**src/hdl/arp_pkg.sv**
```systemverilog
// arp_pkg: shared types and codes for the ARP cache table.
// No dependencies; compiled first.
`timescale 1ns / 1ps
`default_nettype none

package arp_pkg;

    localparam int IP_W     = 32;
    localparam int MAC_W    = 48;
    localparam int STATUS_W = 2;
    localparam int COUNT_W  = 5;

    typedef logic [IP_W-1:0]    ip_addr_t;
    typedef logic [MAC_W-1:0]   mac_addr_t;
    typedef logic [COUNT_W-1:0] entry_count_t;

    typedef enum logic
    {
        OP_LOOKUP = 1'b0,
        OP_INSERT = 1'b1
    } opcode_t;

    typedef enum logic [STATUS_W-1:0]
    {
        ST_MISS     = 2'd0,
        ST_HIT      = 2'd1,
        ST_UPDATED  = 2'd2,
        ST_INSERTED = 2'd3
    } status_t;

endpackage

`default_nettype wire

```
**src/hdl/arp_if.sv**
```systemverilog
// arp_if: request and response channel interfaces for the ARP cache table.
// Depends on arp_pkg.
`timescale 1ns / 1ps
`default_nettype none

interface arp_req_if;
    logic               valid;
    logic               ready;
    arp_pkg::opcode_t   opcode;
    arp_pkg::ip_addr_t  ip_addr;
    arp_pkg::mac_addr_t new_mac;

    modport source (output valid, output opcode, output ip_addr, output new_mac, input ready);
    modport sink   (input valid, input opcode, input ip_addr, input new_mac, output ready);
endinterface

interface arp_rsp_if;
    logic                   valid;
    logic                   ready;
    arp_pkg::status_t       status;
    logic                   dropped;
    arp_pkg::mac_addr_t     found_mac;
    arp_pkg::entry_count_t  entry_count;

    modport source (output valid, output status, output dropped, output found_mac,
                    output entry_count, input ready);
    modport sink   (input valid, input status, input dropped, input found_mac,
                    input entry_count, output ready);
endinterface

`default_nettype wire

```
**src/hdl/arp_cache_table.sv**
```systemverilog
// arp_cache_table: IPv4-to-MAC table with lookup and insert/update.
// Pipeline: a request transfers into the input register, then into the result
// register, which drives the response; a stalled response holds both stages.
// Throughput: one operation per cycle while the response side keeps taking
// transfers.
// Reset clears the pipeline valids and the fill count; table contents are
// left as they are and only entries below the fill count are ever compared.
`timescale 1ns / 1ps
`default_nettype none

module arp_cache_table #(
    parameter int TABLE_ENTRIES = 16
) (
    input  wire          clk,
    input  wire          rst_n,
    arp_req_if.sink      req,
    arp_rsp_if.source    rsp
);
    import arp_pkg::*;

    // Index covers the entries; count must also hold TABLE_ENTRIES itself.
    localparam int IDX_W = (TABLE_ENTRIES > 1) ? $clog2(TABLE_ENTRIES) : 1;
    localparam int CNT_W = $clog2(TABLE_ENTRIES + 1);

    // ------------------------------------------------------------------
    // Table storage: flops, searched in parallel (CAM style).
    // ------------------------------------------------------------------
    ip_addr_t   ip_store  [TABLE_ENTRIES];
    mac_addr_t  mac_store [TABLE_ENTRIES];
    logic [CNT_W-1:0] fill_count_reg, fill_count_next;

    // ------------------------------------------------------------------
    // Input register stage
    // ------------------------------------------------------------------
    logic       s1_valid_reg;
    opcode_t    s1_opcode_reg;
    ip_addr_t   s1_ip_reg;
    mac_addr_t  s1_mac_reg;

    // Result register stage
    logic           out_valid_reg;
    status_t        status_reg,    status_next;
    logic           dropped_reg,   dropped_next;
    mac_addr_t      found_mac_reg, found_mac_next;
    entry_count_t   count_reg,     count_next;

    // Handshake: s1 moves on when the result register is free or emptying.
    logic s1_move;
    logic in_take;

    assign s1_move = s1_valid_reg && (!out_valid_reg || rsp.ready);
    assign req.ready = !s1_valid_reg || s1_move;
    assign in_take = req.valid && req.ready;

    // ------------------------------------------------------------------
    // Parallel match over the filled entries; lowest index wins
    // (a duplicate cannot be appended, so at most one matches anyway).
    // ------------------------------------------------------------------
    logic [TABLE_ENTRIES-1:0] match_vec;
    logic                     hit;
    logic [IDX_W-1:0]         hit_idx;
    logic                     full;
    logic [IDX_W-1:0]         append_idx;
    logic                     wr_update;
    logic                     wr_append;
    logic [CNT_W+COUNT_W-1:0] count_ext;

    always_comb
    begin
        for (int k = 0; k < TABLE_ENTRIES; k++)
        begin
            match_vec[k] = (CNT_W'(k) < fill_count_reg) && (ip_store[k] == s1_ip_reg);
        end
    end

    always_comb
    begin
        hit_idx = '0;
        for (int k = TABLE_ENTRIES - 1; k >= 0; k--)
        begin
            if (match_vec[k])
            begin
                hit_idx = IDX_W'(k);
            end
        end
    end

    assign hit        = |match_vec;
    assign full       = (fill_count_reg == CNT_W'(TABLE_ENTRIES));
    assign append_idx = fill_count_reg[IDX_W-1:0];

    // Decode the operation into table writes and the result fields.
    always_comb
    begin
        status_next     = ST_MISS;
        dropped_next    = 1'b0;
        found_mac_next  = '0;
        fill_count_next = fill_count_reg;
        wr_update       = 1'b0;
        wr_append       = 1'b0;

        case (s1_opcode_reg)
            OP_LOOKUP:
            begin
                if (hit)
                begin
                    status_next    = ST_HIT;
                    found_mac_next = mac_store[hit_idx];
                end
            end
            OP_INSERT:
            begin
                if (hit)
                begin
                    status_next = ST_UPDATED;
                    wr_update   = s1_move;
                end
                else if (!full)
                begin
                    status_next     = ST_INSERTED;
                    wr_append       = s1_move;
                    fill_count_next = fill_count_reg + CNT_W'(1);
                end
                else
                begin
                    dropped_next = 1'b1;
                end
            end
            default:
            begin
                status_next = ST_MISS;
            end
        endcase
    end

    // Count reported masked (or zero-extended) to the output width.
    assign count_ext  = {{COUNT_W{1'b0}}, fill_count_next};
    assign count_next = count_ext[COUNT_W-1:0];

    // ------------------------------------------------------------------
    // Control registers
    // ------------------------------------------------------------------
    always_ff @(posedge clk or negedge rst_n)
    begin
        if (!rst_n)
        begin
            s1_valid_reg   <= 1'b0;
            out_valid_reg  <= 1'b0;
            fill_count_reg <= '0;
        end
        else
        begin
            if (req.ready)
            begin
                s1_valid_reg <= req.valid;
            end
            if (s1_move)
            begin
                out_valid_reg  <= 1'b1;
                fill_count_reg <= fill_count_next;
            end
            else if (rsp.ready)
            begin
                out_valid_reg <= 1'b0;
            end
        end
    end

    // ------------------------------------------------------------------
    // Payload registers (no reset)
    // ------------------------------------------------------------------
    always_ff @(posedge clk)
    begin
        if (in_take)
        begin
            s1_opcode_reg <= req.opcode;
            s1_ip_reg     <= req.ip_addr;
            s1_mac_reg    <= req.new_mac;
        end
        if (s1_move)
        begin
            status_reg    <= status_next;
            dropped_reg   <= dropped_next;
            found_mac_reg <= found_mac_next;
            count_reg     <= count_next;
        end
    end

    // Table writes: update in place on a match, else append at the fill point unless full.
    always_ff @(posedge clk)
    begin
        if (wr_update)
        begin
            mac_store[hit_idx] <= s1_mac_reg;
        end
        if (wr_append)
        begin
            ip_store[append_idx]  <= s1_ip_reg;
            mac_store[append_idx] <= s1_mac_reg;
        end
    end

    // ------------------------------------------------------------------
    // Response channel
    // ------------------------------------------------------------------
    assign rsp.valid       = out_valid_reg;
    assign rsp.status      = status_reg;
    assign rsp.dropped     = dropped_reg;
    assign rsp.found_mac   = found_mac_reg;
    assign rsp.entry_count = count_reg;

endmodule

`default_nettype wire
```
**src/flat_wrapper.sv**
```systemverilog
// flat-port wrapper written by rule: the top's interface ports become plain ports
module arp_cache_table_flat import arp_pkg::*;
#(
    parameter int TABLE_ENTRIES = 16
)
  (clk, rst_n, req_valid, req_opcode, req_ip_addr, req_new_mac, req_ready, rsp_valid, rsp_status, rsp_dropped, rsp_found_mac, rsp_entry_count, rsp_ready);
  arp_req_if req_i ();
  arp_rsp_if rsp_i ();
  input  wire clk;
  input  wire rst_n;
  input wire logic [$bits(req_i.valid)-1:0] req_valid;
  input wire logic [$bits(req_i.opcode)-1:0] req_opcode;
  input wire logic [$bits(req_i.ip_addr)-1:0] req_ip_addr;
  input wire logic [$bits(req_i.new_mac)-1:0] req_new_mac;
  output wire logic [$bits(req_i.ready)-1:0] req_ready;
  output wire logic [$bits(rsp_i.valid)-1:0] rsp_valid;
  output wire logic [$bits(rsp_i.status)-1:0] rsp_status;
  output wire logic [$bits(rsp_i.dropped)-1:0] rsp_dropped;
  output wire logic [$bits(rsp_i.found_mac)-1:0] rsp_found_mac;
  output wire logic [$bits(rsp_i.entry_count)-1:0] rsp_entry_count;
  input wire logic [$bits(rsp_i.ready)-1:0] rsp_ready;
  assign req_i.valid = req_valid;
  assign req_i.opcode = req_opcode;
  assign req_i.ip_addr = req_ip_addr;
  assign req_i.new_mac = req_new_mac;
  assign req_ready = req_i.ready;
  assign rsp_valid = rsp_i.valid;
  assign rsp_status = rsp_i.status;
  assign rsp_dropped = rsp_i.dropped;
  assign rsp_found_mac = rsp_i.found_mac;
  assign rsp_entry_count = rsp_i.entry_count;
  assign rsp_i.ready = rsp_ready;
  arp_cache_table #(.TABLE_ENTRIES(TABLE_ENTRIES)) u_core (.clk(clk), .rst_n(rst_n), .req(req_i), .rsp(rsp_i));
endmodule
```
**config.mk**
```make
export PLATFORM = sky130hd
export DESIGN_NAME = arp_cache_table_flat
export DESIGN_NICKNAME = d
export VERILOG_FILES = /design/src/hdl/arp_pkg.sv /design/src/hdl/arp_if.sv /design/src/hdl/arp_cache_table.sv /design/src/flat_wrapper.sv
export SDC_FILE = /design/constraint.sdc
export NUM_CORES = 2
export LEC_CHECK = 0
export BUFFER_PORTS_ARGS = -buffer_cell sky130_fd_sc_hd__buf_2
export CORE_MARGIN = 5
export CORE_UTILIZATION = 40
export DETAILED_ROUTE_END_ITERATION = 8
export PLACE_DENSITY = 0.58
export SYNTH_ARGS = -nofsm -noshare
export SYNTH_HDL_FRONTEND = slang
export SYNTH_SLANG_ARGS = --single-unit
```
**constraint.sdc**
```tcl
create_clock -name clk -period 10.56 [get_ports clk]
set_input_delay 2.112 -clock clk [delete_from_list [all_inputs] [get_ports clk]]
set_output_delay 2.112 -clock clk [all_outputs]
set_load 0.02 [all_outputs]
```
Word-level counts from Yosys, hierarchy flattened
Memory sizes are Yosys's and may differ from the RTL's. A register that Yosys moved wholly into a read port is not among the register bits.
Index checks and enable logic that the tools add are counted.
{ "op_classes": {"magnitude_cmp": 16, "n_bitwise": 2, "muxes": 38, "add_sub_neg": 1, "n_reduce_logical": 27, "n_eq_ne": 17} }
{ "op_table": {"columns": ["cell", "count"], "rows": [
  ["32-bit == test", 16],
  ["4-bit two-way mux", 17],
  ["48-bit two-way mux", 1],
  ["48-bit OR reduction", 1],
  ["4-bit by 5-bit less-than comparator with 1-bit output (first input constant)", 8],
  ["3-bit by 5-bit less-than comparator with 1-bit output (first input constant)", 4],
  ["1-bit logical AND", 18],
  ["17-bit OR reduction", 1],
  ["16-bit OR reduction", 1],
  ["5-bit two-way mux", 3],
  ["1-bit two-way mux", 14],
  ["1-bit by 5-bit less-than comparator with 1-bit output (first input constant)", 2],
  ["2-bit by 5-bit less-than comparator with 1-bit output (first input constant)", 2],
  ["5-bit by 1-bit adder with 5-bit output (second input constant)", 1],
  ["5-bit == test (second input constant)", 1],
  ["2-bit two-way mux", 2],
  ["2-bit case mux with 2 select lines", 1],
  ["1-bit logical NOT", 2],
  ["1-bit logical OR", 2],
  ["1-bit NOT", 2],
  ["2-bit nonzero test", 1],
  ["2-bit OR reduction", 1]
]} }
{ "word_totals": {"mem_bits_rw": 1280, "out_inout_bits": 58, "ff_bits": 96, "memories": 2, "in_bits": 85} }
{ "memory_table": {"columns": ["memory", "words", "word_bits", "read_ports", "rd_clocked_by_memory_dff", "wr", "line", "rtl"], "rows": [
  ["u_core.mac_store", 16, 48, 1, 1, 1, "arp_cache_table.sv:29", "mac_addr_t mac_store [TABLE_ENTRIES];"],
  ["u_core.ip_store", 16, 32, 16, 0, 1, "arp_cache_table.sv:28", "ip_addr_t ip_store [TABLE_ENTRIES];"]
]} }

Logic depth before layout (Yosys ltp)
An unclocked memory read counts as a cell.
{ "depth": {"ltp_word": 20, "mapped_depth": 16} }

Least setup slack after synthesis
Ideal clock, no wire load.
{ "synth_path": {"path_type": "input -> register", "startpoint": "input port rsp_ready", "endpoint": "memory u_core.mac_store[13][0] (netlist name), enable pin", "t_arrival_ns": 6.051, "required_ns": 10.106, "slack_ns": 4.055, "cell_stages": 6, "n_path_buf": 0, "path_cell_list": "nand2b_1 > nand2_1 > inv_1 > and2_1 > o21ai_0 > nor2_1"} }
{ "synth_via": {"elab_chain_cells": 9, "elab_cells_between_ends": 14, "classes_between": "11 x mux; 3 x reduce/logical"} }
{ "synth_lines": {"columns": ["item", "line", "rtl"], "rows": [
  ["start, declared", "flat_wrapper.sv:21", "input wire logic [$bits(rsp_i.ready)-1:0] rsp_ready;"],
  ["1-bit logical OR *", "arp_cache_table.sv:51", "assign s1_move = s1_valid_reg && (!out_valid_reg || rsp.ready);"],
  ["1-bit logical AND *", "arp_cache_table.sv:51", null],
  ["via u_core.s1_move", "arp_cache_table.sv:48", "logic s1_move;"],
  ["1-bit two-way mux", "arp_cache_table.sv:118", "else if (!full)"],
  ["1-bit two-way mux", "arp_cache_table.sv:113", "if (hit)"],
  ["1-bit two-way mux", "arp_cache_table.sv:102", "case (s1_opcode_reg)"],
  ["1-bit two-way mux", "arp_cache_table.sv:196", "if (wr_append)"],
  ["1-bit two-way mux (implied by the code)", "arp_cache_table.sv:199", "mac_store[append_idx] <= s1_mac_reg;"],
  ["48-bit OR reduction (no line)", null, null],
  ["4-bit two-way mux (no line) or 1-bit two-way mux (tied branches)", null, null],
  ["end, declared", "arp_cache_table.sv:29", null]
]} }
The timed path passes the listed nets; every way through them passes the cells marked *.

Worst setup path in the final report
{ "layout_path": {"startpoint": "register u_core.s1_ip_reg[23]", "endpoint": "memory u_core.mac_store[9][37] (netlist name), enable pin"} }
{ "layout_via": {"elab_chain_cells": 19, "elab_cells_between_ends": 60, "classes_between": "16 x eq/ne; 26 x mux; 18 x reduce/logical"} }
{ "layout_lines": {"columns": ["item", "line", "rtl"], "rows": [
  ["start, declared", "arp_cache_table.sv:37", "ip_addr_t s1_ip_reg;"],
  ["start signal, assigned", "arp_cache_table.sv:177", "s1_ip_reg <= req.ip_addr;"],
  ["32-bit == test", "arp_cache_table.sv:72", "match_vec[k] = (CNT_W'(k) < fill_count_reg) && (ip_store[k] == s1_ip_reg);"],
  ["1-bit logical AND", "arp_cache_table.sv:72", null],
  ["4-bit two-way mux (16 in series)", "arp_cache_table.sv:81", "if (match_vec[k])"],
  ["4-bit two-way mux (no line)", null, null]
]} }
Parallel ways exist; a longest one is shown, timed or not.

==> results.md <==
* Half-perimeter wire length after placement at 71140 µm
* Total placed cells including tap cells at 5325
* Static Leak at 21.49 nW
* Total vias in the final route at 29664
* Iter 0 DRT Violations at 2376
* Number of global-route vias before repair at 29332
* Top-area cell type share of the netlist area at 74.15%
* Effective utilization at floorplan at 40.09%
* Number of slew-limit violations in the final report at 0
* P&R area growth vs syn at 13.55%
* Clock root buffer: clkbuf_16
* Kind of cell adding the most delay to the critical path: simple AND/OR/NAND/NOR gates
* Number of antenna violations at the first check in global routing at 6
* Mean number of vias per cell at 5.295
* Highest-delay cell along the critical path: nor3_2
* Status: finished clean
* Peak clock frequency supported by timing at 150.6 MHz
* Hold crit path type: reg2reg
* First-pass detailed-route iteration total at 5
* Count of flip-flops with a built-in enable after synthesis at 1417
* Routed length per placed instance at 23.96 µm
* Clock latency on the worst-skew pair at 0.78 ns
* Die Height at 388.8 µm
* Most common library cell in the layout ignoring fill and taps: edfxtp_1
* Placed inst area at 0.06036 mm²
* Number of storage elements in the synthesis netlist at 1424
* Floorplan die width at 388.8 µm
* Worst Setup SP: u_core.s1_ip_reg[23]$_DFFE_PP_
* Total of cells resized after clock tree synthesis at 0
* Proportion of synthesized flip-flops having asynchronous set or reset at 0.4916%
* Sequential fraction of the synthesis area at 74.45%
* Count of unresolved DRC violations after routing at 0
* Flip-flop count of the largest register, all copies and words added at 768
* Launch point of the worst hold path: u_core.s1_valid_reg$_DFFE_PN0N_
* Number of synthesis warnings at 0
* Cts hold-fix bufs at 0
* Post-layout instance area at 0.06516 mm²
* Arrival time of data at the critical path endpoint at 7.04 ns
* Unrepaired setup endpoints after global routing: no
* CTS tree: yes
* Total track usage at 17.45%
* Boundary Pins at 143
* Critical Path Start Type: flop
* Headroom to the max-slew limit at 9.317%
* Data required time at the worst endpoint at 10.96 ns
* CP peak stage delay at 1.01 ns
* Source of the worst register-to-register timing path: u_core.s1_ip_reg[23]$_DFFE_PP_
* Main area contributors after synthesis: edfxtp_1 74%, mux2i_1 7.5%, xnor2_1 5.2%
* Cell-by-cell trace of the critical path: buf_4 -> xnor2_1 -> nand4_1 -> nor3_1 -> nand4b_1 -> nand2_1 -> nor2_1 -> nand4_1 -> nor3_2 -> and3b_1 -> o21ai_1 -> nor2_4 -> buf_4
* CP Buf/Inv Count at 2
* Hold slack at 0.5002 ns
* Std-Cell Core Area at 0.1431 mm²
* Max H-tree Level at 4
* Startpoint-to-endpoint class of the critical path: reg2reg
* Actual transition at the worst max-transition pin at 1.346 ns
* IO buf count at 142
* Syn_nets at 3464
* Max-Cap Viols at 0
* Site row count at 139
* Pin count of the biggest net entering global routing at 138
* Worst VDD drop at 0.1573 mV
* Top flop regs: u_core.mac_store: 768 flops, u_core.ip_store: 512 flops
* Largest driver fanout on the critical path at 29
* Cell Area, Synth at 0.05739 mm²
* Number of nets in the layout at 3664
* Total number of clock tree sinks at 1424
* Cell taking the most area after synthesis: edfxtp_1
* Clk pin slew, worst setup/hold paths at 0.06 ns
* Per-instance average area after synthesis at 17.00 µm²
* Final-layout fill cell count at 12200
* Crit end category: flop
* Total setup buffers inserted after CTS at 0
* Final setup fails at 0
* Wire length of the first global-routing pass at 196800 µm
* Final worst-path cycle share at 62.89%
* Clock buffers created by TritonCTS at 151
* Power density over the cells at 187.8 mW/mm²
* Clock Path Buffers at 3
* Routed WL at 134200 µm
* Setup skew after layout at 0.03176 ns
* Full die area at 0.1511 mm²
* Tmin final at 6.642 ns
* Sequential cell area at 0.04273 mm²
* Fraction of layout cells with a size suffix above 1 at 12.68%
* Synthesized instance count at 3375
* Top reg by flops: u_core.mac_store
* Most frequent cells in the layout: 1417 x edfxtp_1, 431 x mux2i_1, 338 x xnor2_1, 216 x nand2_1, 179 x xor2_1
* Non-filler cells, final at 5602
* Synth Flop Type: edfxtp_1
* Overflow left after global routing at 0
* Hold Violations, Final at 0
* Multi-input combinational cell area at 0.01385 mm²
* Setup TNS at 0 ns
* Count of different cell masters after synthesis at 61
* Residual antenna-violating net count after detailed routing at 0
* Gpl congestion at 0.8069
## power breakdown
group	leakage (nW)	switching, W	internal, W
registers	12.9	0.000142	0.00639
logic	6.20	0.000408	0.000186
clock network	2.35	0.00217	0.00294
## Yosys cell counts (6+ instances only)
master     count
nand2_1      216
a221o_1       49
xor2_1       179
nor2_1        42
nor3_1        30
buf_6          8
buf_4         24
a21oi_1       10
inv_1         10
edfxtp_1    1417
mux2i_1      431
o21ai_0        7
nor4_1        52
clkbuf_1      44
xnor2_1      338
nand4_1       93
and2_1        12
and3_1        11
a32oi_1       50
nand3_1      125
nand2b_1       6
o2111ai_1     47
buf_2         95
dfrtp_1        7
## kinds of logic after synthesis
kind of cell	synth area share (%)
DFF	74.45
and+or+nand+nor	5.383
xor gates and xnor gates	7.891
muxes	7.557
AOI/OAI and AO/OA	2.848
buffers and inverters	1.781
adders and majority gates	0.08722
## final timing paths
| check | to | slack (ns) | cells after the start |
|---|---|---|---|
| setup / recovery | u_core.mac_store[9][37]$_DFFE_PP_ | 3.92 | 13 |
| hold / removal | u_core.rsp.valid$_DFFE_PN0P_ | 0.50 | 1 |
| setup reg to reg | u_core.mac_store[9][37]$_DFFE_PP_ | 3.92 | 13 |
| hold reg to reg | u_core.rsp.valid$_DFFE_PN0P_ | 0.50 | 1 |
| max in group asynchronous | u_core.fill_count_reg[1]$_DFFE_PN0P_ | 9.16 | 1 |
| min in group asynchronous | u_core.s1_valid_reg$_DFFE_PN0N_ | 1.20 | 1 |
## routing by layer
metal | share of wire, % | vias up | track usage [%]
li1 | - | 13414 | -
met1 | 47 | 15252 | 25.61
met2 | 45 | 803 | 27.06
met3 | 5.2 | 195 | 3.014
met4 | 2.2 | 0 | 4.651
met5 | 0 | - | 0
## layout make-up
| cell class | count | area share [%] |
|---|---|---|
| multi-input cells | 1762 | 21.25 |
| flip-flops and latches | 1424 | 65.57 |
| diodes | 1 | 0.003840 |
| repair buffers | 226 | 2.097 |
| well taps | 1903 | 3.654 |
| clock inverters | 79 | 1.154 |
| inverters | 10 | 0.05953 |
| clock buffers | 197 | 6.206 |
## stage by stage
| step | power [W] | setup WS [ns] | utilization, % |
|---|---|---|---|
| 2_1_floorplan | 0.006967 | 4.055 | - |
| 5_1_grt | 0.01265 | 3.579 | 45.52 |
| 4_1_cts | 0.01236 | 3.971 | 45.52 |
| 3_5_place_dp | 0.007247 | 3.993 | 42.17 |
| 6_report | 0.01224 | 3.918 | 45.52 |
| 3_3_place_gp | 0.007241 | 4.161 | 42.17 |
(Power assumes the default switching activity.)
